[config.mk]
export PLATFORM = sky130hd
export DESIGN_NAME = linear_interp_resampler
export DESIGN_NICKNAME = d
export VERILOG_FILES = /design/src/lir_pkg.sv /design/src/linear_interp_resampler.sv
export SDC_FILE = /design/constraint.sdc
export NUM_CORES = 1
export LEC_CHECK = 0
export ABC_AREA = 1
export BUFFER_PORTS_ARGS = -buffer_cell sky130_fd_sc_hd__buf_2
export CAP_MARGIN = 30
export CORE_MARGIN = 5
export CORE_UTILIZATION = 45
export CTS_CLUSTER_DIAMETER = 150
export CTS_CLUSTER_SIZE = 12
export DETAILED_ROUTE_END_ITERATION = 16
export GPL_TIMING_DRIVEN = 0
export MAX_ROUTING_LAYER = met4
export PLACE_DENSITY = 0.66
export SLEW_MARGIN = 20
export SYNTH_ARGS = -nofsm -noshare
export SYNTH_HDL_FRONTEND = slang
export SYNTH_SLANG_ARGS = --single-unit
export TNS_END_PERCENT = 100
[constraint.sdc]
create_clock -name aclk -period 6.97 [get_ports aclk]
set_input_delay 0.3485 -clock aclk [delete_from_list [all_inputs] [get_ports aclk]]
set_output_delay 0.3485 -clock aclk [all_outputs]
set_load 0.05 [all_outputs]
[src/lir_pkg.sv]
package lir_pkg;

    // Sequencer states of the interpolator
    typedef enum logic [1:0] {
        ST_IDLE,
        ST_CHECK,
        ST_MUL,
        ST_EMIT
    } lir_state_t;

    // Register index decoded from paddr[2]
    localparam logic REG_STEP = 1'b0;

endpackage

[src/linear_interp_resampler.sv]
// Channel  | Direction | Beat contents (low bits first)              | Handshake
// s_       | in        | tdata: in_left, in_right, zero pad          | s_tvalid/s_tready
// m_       | out       | tdata: out_left, out_right, zero pad;       | m_tvalid/m_tready
//          |           | tuser: last_of_run                          |
// APB      | cfg       | step_q16 at byte address 0                  | psel/penable, pready=1
//
// The first frame after reset is only stored as the held frame. Every later frame
// yields up to MAX_OUTPUTS output beats, each computed by the serial shift-add multiplier,
// one fraction bit per cycle for both channels.
// A new frame is taken only in the idle state; m_tready low holds the output register and
// stalls the sequencer just before it would load the next beat.
// Reset: synchronous, active low; clears the step to 1.0, the held frame, phase and flags.
module linear_interp_resampler
    import lir_pkg::*;
#(
    parameter int SAMPLE_BITS = 24,
    parameter int FRAC_BITS   = 16,
    parameter int MAX_OUTPUTS = 8
) (
    input  logic aclk,
    input  logic aresetn,

    // in_left, in_right, zero pad
    input  logic [((2*SAMPLE_BITS+7)/8)*8-1:0] s_tdata,
    input  logic                               s_tvalid,
    output logic                               s_tready,

    // out_left, out_right, zero pad
    output logic [((2*SAMPLE_BITS+7)/8)*8-1:0] m_tdata,
    // last_of_run
    output logic                               m_tuser,
    output logic                               m_tvalid,
    input  logic                               m_tready,

    input  logic        psel,
    input  logic        penable,
    input  logic        pwrite,
    input  logic [2:0]  paddr,
    input  logic [31:0] pwdata,
    output logic [31:0] prdata,
    output logic        pready
);

    localparam int TDW     = ((2*SAMPLE_BITS+7)/8)*8;
    localparam int PH_BITS = FRAC_BITS + 4;
    localparam int PH_W    = PH_BITS + 1;
    localparam int NW      = $clog2(MAX_OUTPUTS + 1);
    localparam int CW      = $clog2(FRAC_BITS);
    localparam int S       = SAMPLE_BITS;

    localparam logic [PH_W-1:0]    PH_ONE     = PH_W'(1) << FRAC_BITS;
    localparam logic [PH_BITS-1:0] STEP_RESET = PH_BITS'(1) << FRAC_BITS;
    localparam logic [NW-1:0]      N_MAX      = NW'(MAX_OUTPUTS);
    localparam logic [CW-1:0]      CNT_LAST   = CW'(FRAC_BITS - 1);

    // Control and architectural state
    lir_state_t         state_reg, state_next;
    logic [PH_BITS-1:0] step_reg, step_next;
    logic [PH_BITS-1:0] phase_reg, phase_next;
    logic               have_prev_reg, have_prev_next;
    logic [PH_W-1:0]    ph_reg, ph_next;
    logic [NW-1:0]      n_reg, n_next;
    logic [CW-1:0]      cnt_reg, cnt_next;
    logic               out_valid_reg, out_valid_next;
    logic [S-1:0]       prev_l_reg, prev_l_next;
    logic [S-1:0]       prev_r_reg, prev_r_next;

    // Datapath payload
    logic [S-1:0]         new_l_reg, new_l_next;
    logic [S-1:0]         new_r_reg, new_r_next;
    logic [FRAC_BITS-1:0] frac_reg, frac_next;
    logic [S:0]           diff_l_reg, diff_l_next;
    logic [S:0]           diff_r_reg, diff_r_next;
    logic [S+1:0]         acc_l_reg, acc_l_next;
    logic [S+1:0]         acc_r_reg, acc_r_next;
    logic [S-1:0]         out_l_reg, out_l_next;
    logic [S-1:0]         out_r_reg, out_r_next;
    logic                 out_last_reg, out_last_next;

    logic            cfg_wr;
    logic            in_beat;
    logic [S+1:0]    sum_l, sum_r;
    logic [PH_W-1:0] ph_add;
    logic [NW-1:0]   n_inc;

    // APB access
    assign pready = 1'b1;
    assign cfg_wr = psel && penable && pwrite && (paddr[2] == REG_STEP);
    assign prdata = (paddr[2] == REG_STEP) ? 32'(step_reg) : 32'd0;

    assign s_tready = (state_reg == ST_IDLE);
    assign in_beat  = s_tvalid && s_tready;

    assign m_tvalid = out_valid_reg;
    assign m_tdata  = TDW'({out_r_reg, out_l_reg});
    assign m_tuser  = out_last_reg;

    // One serial multiply step: add diff when the fraction bit is set, then shift right
    assign sum_l = acc_l_reg + (frac_reg[0] ? {diff_l_reg[S], diff_l_reg} : '0);
    assign sum_r = acc_r_reg + (frac_reg[0] ? {diff_r_reg[S], diff_r_reg} : '0);

    assign ph_add = ph_reg + PH_W'(step_reg);
    assign n_inc  = n_reg + NW'(1);

    // Sequencer
    always_comb begin
        state_next     = state_reg;
        step_next      = cfg_wr ? pwdata[PH_BITS-1:0] : step_reg;
        phase_next     = phase_reg;
        have_prev_next = have_prev_reg;
        ph_next        = ph_reg;
        n_next         = n_reg;
        cnt_next       = cnt_reg;
        prev_l_next    = prev_l_reg;
        prev_r_next    = prev_r_reg;
        new_l_next     = new_l_reg;
        new_r_next     = new_r_reg;
        frac_next      = frac_reg;
        diff_l_next    = diff_l_reg;
        diff_r_next    = diff_r_reg;
        acc_l_next     = acc_l_reg;
        acc_r_next     = acc_r_reg;
        out_l_next     = out_l_reg;
        out_r_next     = out_r_reg;
        out_last_next  = out_last_reg;
        out_valid_next = out_valid_reg && !m_tready;

        unique case (state_reg)
            ST_IDLE: begin
                if (in_beat) begin
                    if (!have_prev_reg) begin
                        prev_l_next    = s_tdata[S-1:0];
                        prev_r_next    = s_tdata[2*S-1:S];
                        have_prev_next = 1'b1;
                    end else begin
                        new_l_next = s_tdata[S-1:0];
                        new_r_next = s_tdata[2*S-1:S];
                        ph_next    = {1'b0, phase_reg};
                        n_next     = '0;
                        state_next = ST_CHECK;
                    end
                end
            end
            ST_CHECK: begin
                if (ph_reg < PH_ONE && n_reg < N_MAX) begin
                    frac_next   = ph_reg[FRAC_BITS-1:0];
                    diff_l_next = {new_l_reg[S-1], new_l_reg} - {prev_l_reg[S-1], prev_l_reg};
                    diff_r_next = {new_r_reg[S-1], new_r_reg} - {prev_r_reg[S-1], prev_r_reg};
                    acc_l_next  = '0;
                    acc_r_next  = '0;
                    cnt_next    = CNT_LAST;
                    state_next  = ST_MUL;
                end else begin
                    // End of frame: drop the phase by 1.0, saturating at zero
                    phase_next  = (ph_reg >= PH_ONE) ? PH_BITS'(ph_reg - PH_ONE) : '0;
                    prev_l_next = new_l_reg;
                    prev_r_next = new_r_reg;
                    state_next  = ST_IDLE;
                end
            end
            ST_MUL: begin
                acc_l_next = {sum_l[S+1], sum_l[S+1:1]};
                acc_r_next = {sum_r[S+1], sum_r[S+1:1]};
                frac_next  = frac_reg >> 1;
                cnt_next   = cnt_reg - CW'(1);
                if (cnt_reg == '0) begin
                    state_next = ST_EMIT;
                end
            end
            ST_EMIT: begin
                // Load the output register once it is free
                if (!out_valid_reg || m_tready) begin
                    out_valid_next = 1'b1;
                    out_l_next     = prev_l_reg + acc_l_reg[S-1:0];
                    out_r_next     = prev_r_reg + acc_r_reg[S-1:0];
                    out_last_next  = !(ph_add < PH_ONE && n_inc < N_MAX);
                    ph_next        = ph_add;
                    n_next         = n_inc;
                    state_next     = ST_CHECK;
                end
            end
            default: begin
                state_next = ST_IDLE;
            end
        endcase
    end

    // Control registers
    always_ff @(posedge aclk) begin
        if (!aresetn) begin
            state_reg     <= ST_IDLE;
            step_reg      <= STEP_RESET;
            phase_reg     <= '0;
            have_prev_reg <= 1'b0;
            out_valid_reg <= 1'b0;
            prev_l_reg    <= '0;
            prev_r_reg    <= '0;
            ph_reg        <= '0;
            n_reg         <= '0;
            cnt_reg       <= '0;
        end else begin
            state_reg     <= state_next;
            step_reg      <= step_next;
            phase_reg     <= phase_next;
            have_prev_reg <= have_prev_next;
            out_valid_reg <= out_valid_next;
            prev_l_reg    <= prev_l_next;
            prev_r_reg    <= prev_r_next;
            ph_reg        <= ph_next;
            n_reg         <= n_next;
            cnt_reg       <= cnt_next;
        end
    end

    // Payload registers
    always_ff @(posedge aclk) begin
        new_l_reg    <= new_l_next;
        new_r_reg    <= new_r_next;
        frac_reg     <= frac_next;
        diff_l_reg   <= diff_l_next;
        diff_r_reg   <= diff_r_next;
        acc_l_reg    <= acc_l_next;
        acc_r_reg    <= acc_r_next;
        out_l_reg    <= out_l_next;
        out_r_reg    <= out_r_next;
        out_last_reg <= out_last_next;
    end

    // Checks
    a_mul_frac_below_one: assert property (@(posedge aclk) disable iff (!aresetn)
        (state_reg == ST_MUL) |-> (ph_reg < PH_ONE))
        else $error("multiply running with phase at or above 1.0");

    a_count_capped: assert property (@(posedge aclk) disable iff (!aresetn)
        (n_reg <= N_MAX))
        else $error("output count beyond cap");

    a_frame_starts_run: assert property (@(posedge aclk) disable iff (!aresetn)
        (in_beat && have_prev_reg) |=> (state_reg == ST_CHECK && n_reg == '0))
        else $error("frame with held previous did not start a run");

    a_emit_bumps_count: assert property (@(posedge aclk) disable iff (!aresetn)
        (state_reg == ST_EMIT && (!out_valid_reg || m_tready))
            |=> (out_valid_reg && n_reg == $past(n_inc)))
        else $error("beat load did not advance the count");

endmodule
==> results.md <==
- Launching element type of the critical path: register
- Area of the core region: 0.04997 sq mm
- Total power consumption of the routed design: 12.23 mW
- Worst hold slack across all endpoints: 0.02905 ns
- Detail Route Antenna Nets: 0
- Buffers on Ports: 146
- Instance count of the mapped netlist: 3053
- Hold-fix buffers, CTS: 50
- Pin slew with the least headroom to its limit: 0.9147 ns
- Die Footprint: 0.05496 sq mm
- Number of remaining DRC errors: 0
- Register area share after synthesis: 38.90%
- Worst R2R Setup Slack: 3.68 ns
- Category of the critical setup timing path: reg2reg
- Worst Hold Launch: pwdata[7]
- Maximum achievable frequency: 303.8 MHz
- Max-capacitance violation count: 0
- Leading cell types by total area after synthesis: sky130_fd_sc_hd__edfxtp_1, sky130_fd_sc_hd__nand2_1, sky130_fd_sc_hd__dfxtp_1, sky130_fd_sc_hd__ha_1, sky130_fd_sc_hd__a21oi_1
- Cell total after placement: 3889
- Final hold violations: 0
- Post-Syn Area per Cell: 7.424 sq um
- Antenna violations before repair: 5
- Boundary pin count: 174
- Number of synthesized flops with an enable pin: 213
- Vias in the first global route: 20329
- Detailed-route vias per instance: 5.239
- Maximum clock insertion buffer count: 3
- Wire length of the first global-routing pass: 111100 um
- Std-Cell Rows: 82
- Aggregate global-route resource usage: 26.51%
- Maximum level of the CTS H-tree: 1
- Yosys warning count: 0
- Worst r2r src: frac_reg[0]$_DFFE_PP_
- Portion of the clock cycle consumed by the worst path in the final layout: 47.22%
- Number of nets in the final layout: 3568
- Final-report setup violation count: 0
- Area taken by multi-input logic gates: 0.01200 sq mm
- FF+latch area: 0.008818 sq mm
- Die X: 234.4 um
- Largest area contributor in the netlist: sky130_fd_sc_hd__edfxtp_1
- Required time of the critical path: 7.31 ns
- Setup bufs post-CTS: 0
- CP startpoint: frac_reg[0]$_DFFE_PP_
- Number of instances resized during post-cts repair: 0
- Total gr overflow: 0
- Root Buffer Master: sky130_fd_sc_hd__clkbuf_16
- Most used standard cells in the synthesized netlist: sky130_fd_sc_hd__nand2_1, sky130_fd_sc_hd__inv_1, sky130_fd_sc_hd__a21oi_1, sky130_fd_sc_hd__nor2_1, sky130_fd_sc_hd__edfxtp_1
- Static Leak: 11.95 nW
- Clock-pin slew on the worst setup and hold paths: 0.08 ns
- Area growth from synthesis to layout: 14.23%
- Relative max-transition margin: 39.02%
- Average wire per standard cell: 18.08 um
- Final slew viol count: 0
- Die height: 234.4 um
- Number of vias in the routed layout: 20966
- Ratio of total power to cell area: 472.5 mW/mm^2
- RSZ-0062 raised after global routing: no
- Weighted congestion reported at the end of routability-driven placement: 0.9621
- Clock tree from TritonCTS: yes
- Cell with the most instances after synthesis: sky130_fd_sc_hd__nand2_1
- Kind of path behind the tightest hold check: in2reg
- Netlist cell types: 51
- Main flop type after synthesis: sky130_fd_sc_hd__edfxtp_1
- Setup TNS: 0 ns
- TritonCTS buffer count: 31
- Post-detailed-routing wire length: 72370 um
- Worst-Skew Late Latency: 0.61 ns
- Flops & latches, synth: 334
- Layout fillers: 5007
- Num Clock Sinks: 334
- HPWL after detailed placement: 59800 um
- Endpoint arrival time on the critical path: 3.63 ns
- Endpoint kind of the worst setup timing path: register
- Detailed Route Iter0 Violations: 1431
- Post-route non-filler standard cell count: 4002
- Share of final-layout standard cells stronger than drive strength 1: 8.120%
- Minimum period implied by the final worst setup slack: 3.291 ns
- Run status: finished, final reports clean
- Worst supply voltage drop on vdd: 202.5 uV
- Netlist area before placement: 0.02267 sq mm
- Post-Route Skew: 0.04122 ns
- Proportion of synthesized flip-flops having asynchronous set or reset: 0%
- Number of search-and-repair iterations in the first detailed-routing pass: 7
- Maximum fanout along the worst path: 10
- Largest net degree at the start of global routing: 51
- Initial Util: 45.36%
- Yosys top cell area share: 28.22%
- Share of the core filled with cells: 51.82%
## metrics by stage
step	cell area [sq um]	setup slack, ns
3_3_place_gp	24280	-2.665
2_1_floorplan	22710	0.5495
6_report	25890	3.679
4_1_cts	25880	3.644
3_5_place_dp	24490	3.694
5_1_grt	25890	3.361
## routing by layer
metal	track usage [%]	wire, um
met1	35.03	32870
met2	43.78	33710
met3	3.015	3864
met4	6.933	1930
met5	-	0
## critical path, cell delays in order (launching register included)
cell and delay, ns:
sky130_fd_sc_hd__edfxtp_1 0.46, sky130_fd_sc_hd__clkbuf_1 0.49, sky130_fd_sc_hd__clkbuf_1 0.40, sky130_fd_sc_hd__nand2_1 0.09, sky130_fd_sc_hd__inv_1 0.12, sky130_fd_sc_hd__fa_1 0.26
sky130_fd_sc_hd__nand2_1 0.09, sky130_fd_sc_hd__nand2_1 0.07, sky130_fd_sc_hd__o21ai_0 0.10, sky130_fd_sc_hd__o21ai_0 0.43, sky130_fd_sc_hd__nand3_1 0.13, sky130_fd_sc_hd__nand3_1 0.19
sky130_fd_sc_hd__nand2_1 0.07, sky130_fd_sc_hd__nand2_1 0.06, sky130_fd_sc_hd__nor2_1 0.05
## power breakdown
part           switching [mW]  internal (mW)  leakage, nW
Sequential              0.521           3.09         2.98
Combinational            4.76           2.25         8.55
Clock                   0.768          0.844        0.423
## path summary, 6_finish.rpt
check | to | cells after the start
worst max-delay path | acc_l_reg[21]$_SDFFCE_PN0P_ | 14
worst min register to register | phase_reg[9]$_SDFFE_PN0P_ | 2
worst min-delay path | step_reg[7]$_SDFFE_PN0P_ | 3
worst max register to register | acc_l_reg[21]$_SDFFCE_PN0P_ | 14
## area by class of cell
class                   count  share of cell area (%)
diodes                      5                 0.04833
clock buffers              57                   3.412
inverters                 393                   5.707
plain buffers              76                   1.687
clock inverters             1                 0.03383
repair buffers            203                   5.470
well taps                 672                   3.247
multi-input cells        2261                   46.33
flip-flops and latches    334                   34.06
## cells by family after synthesis
| logic type | after synthesis | share of synthesized area [%] |
|---|---|---|
| flops | 334 | 38.90 |
| xor+xnor | 81 | 3.130 |
| simple gates | 1389 | 25.02 |
| fa+ha+maj | 178 | 10.06 |
| compound gates | 600 | 14.42 |
| other cells | 2 | 0.03313 |
| buf+inv | 469 | 8.435 |
## placed cells by master, fill, tap and decap left out, drive strengths merged, types with 2 or more instances in the layout
| cell | count |
|---|---|
| clkbuf | 90 |
| a31oi | 14 |
| inv | 394 |
| o21bai | 14 |
| a21oi | 304 |
| nand3b | 6 |
| or2 | 8 |
| dlygate4sd3 | 50 |
| fa | 7 |
| nand3 | 147 |
| nand2 | 852 |
| buf | 196 |
| and2 | 2 |
| nor3 | 36 |
| xnor2 | 25 |
| a21o | 14 |
| diode | 5 |
| o21ai | 216 |
| nor2 | 289 |
| ha | 171 |
| nand4 | 41 |
| a21boi | 9 |
| conb | 13 |
| a22oi | 12 |
| xor2 | 56 |
| o21a | 12 |
| dfxtp | 121 |
| nor4 | 5 |
| and3 | 2 |
| edfxtp | 213 |
(Power assumes the default switching activity.)
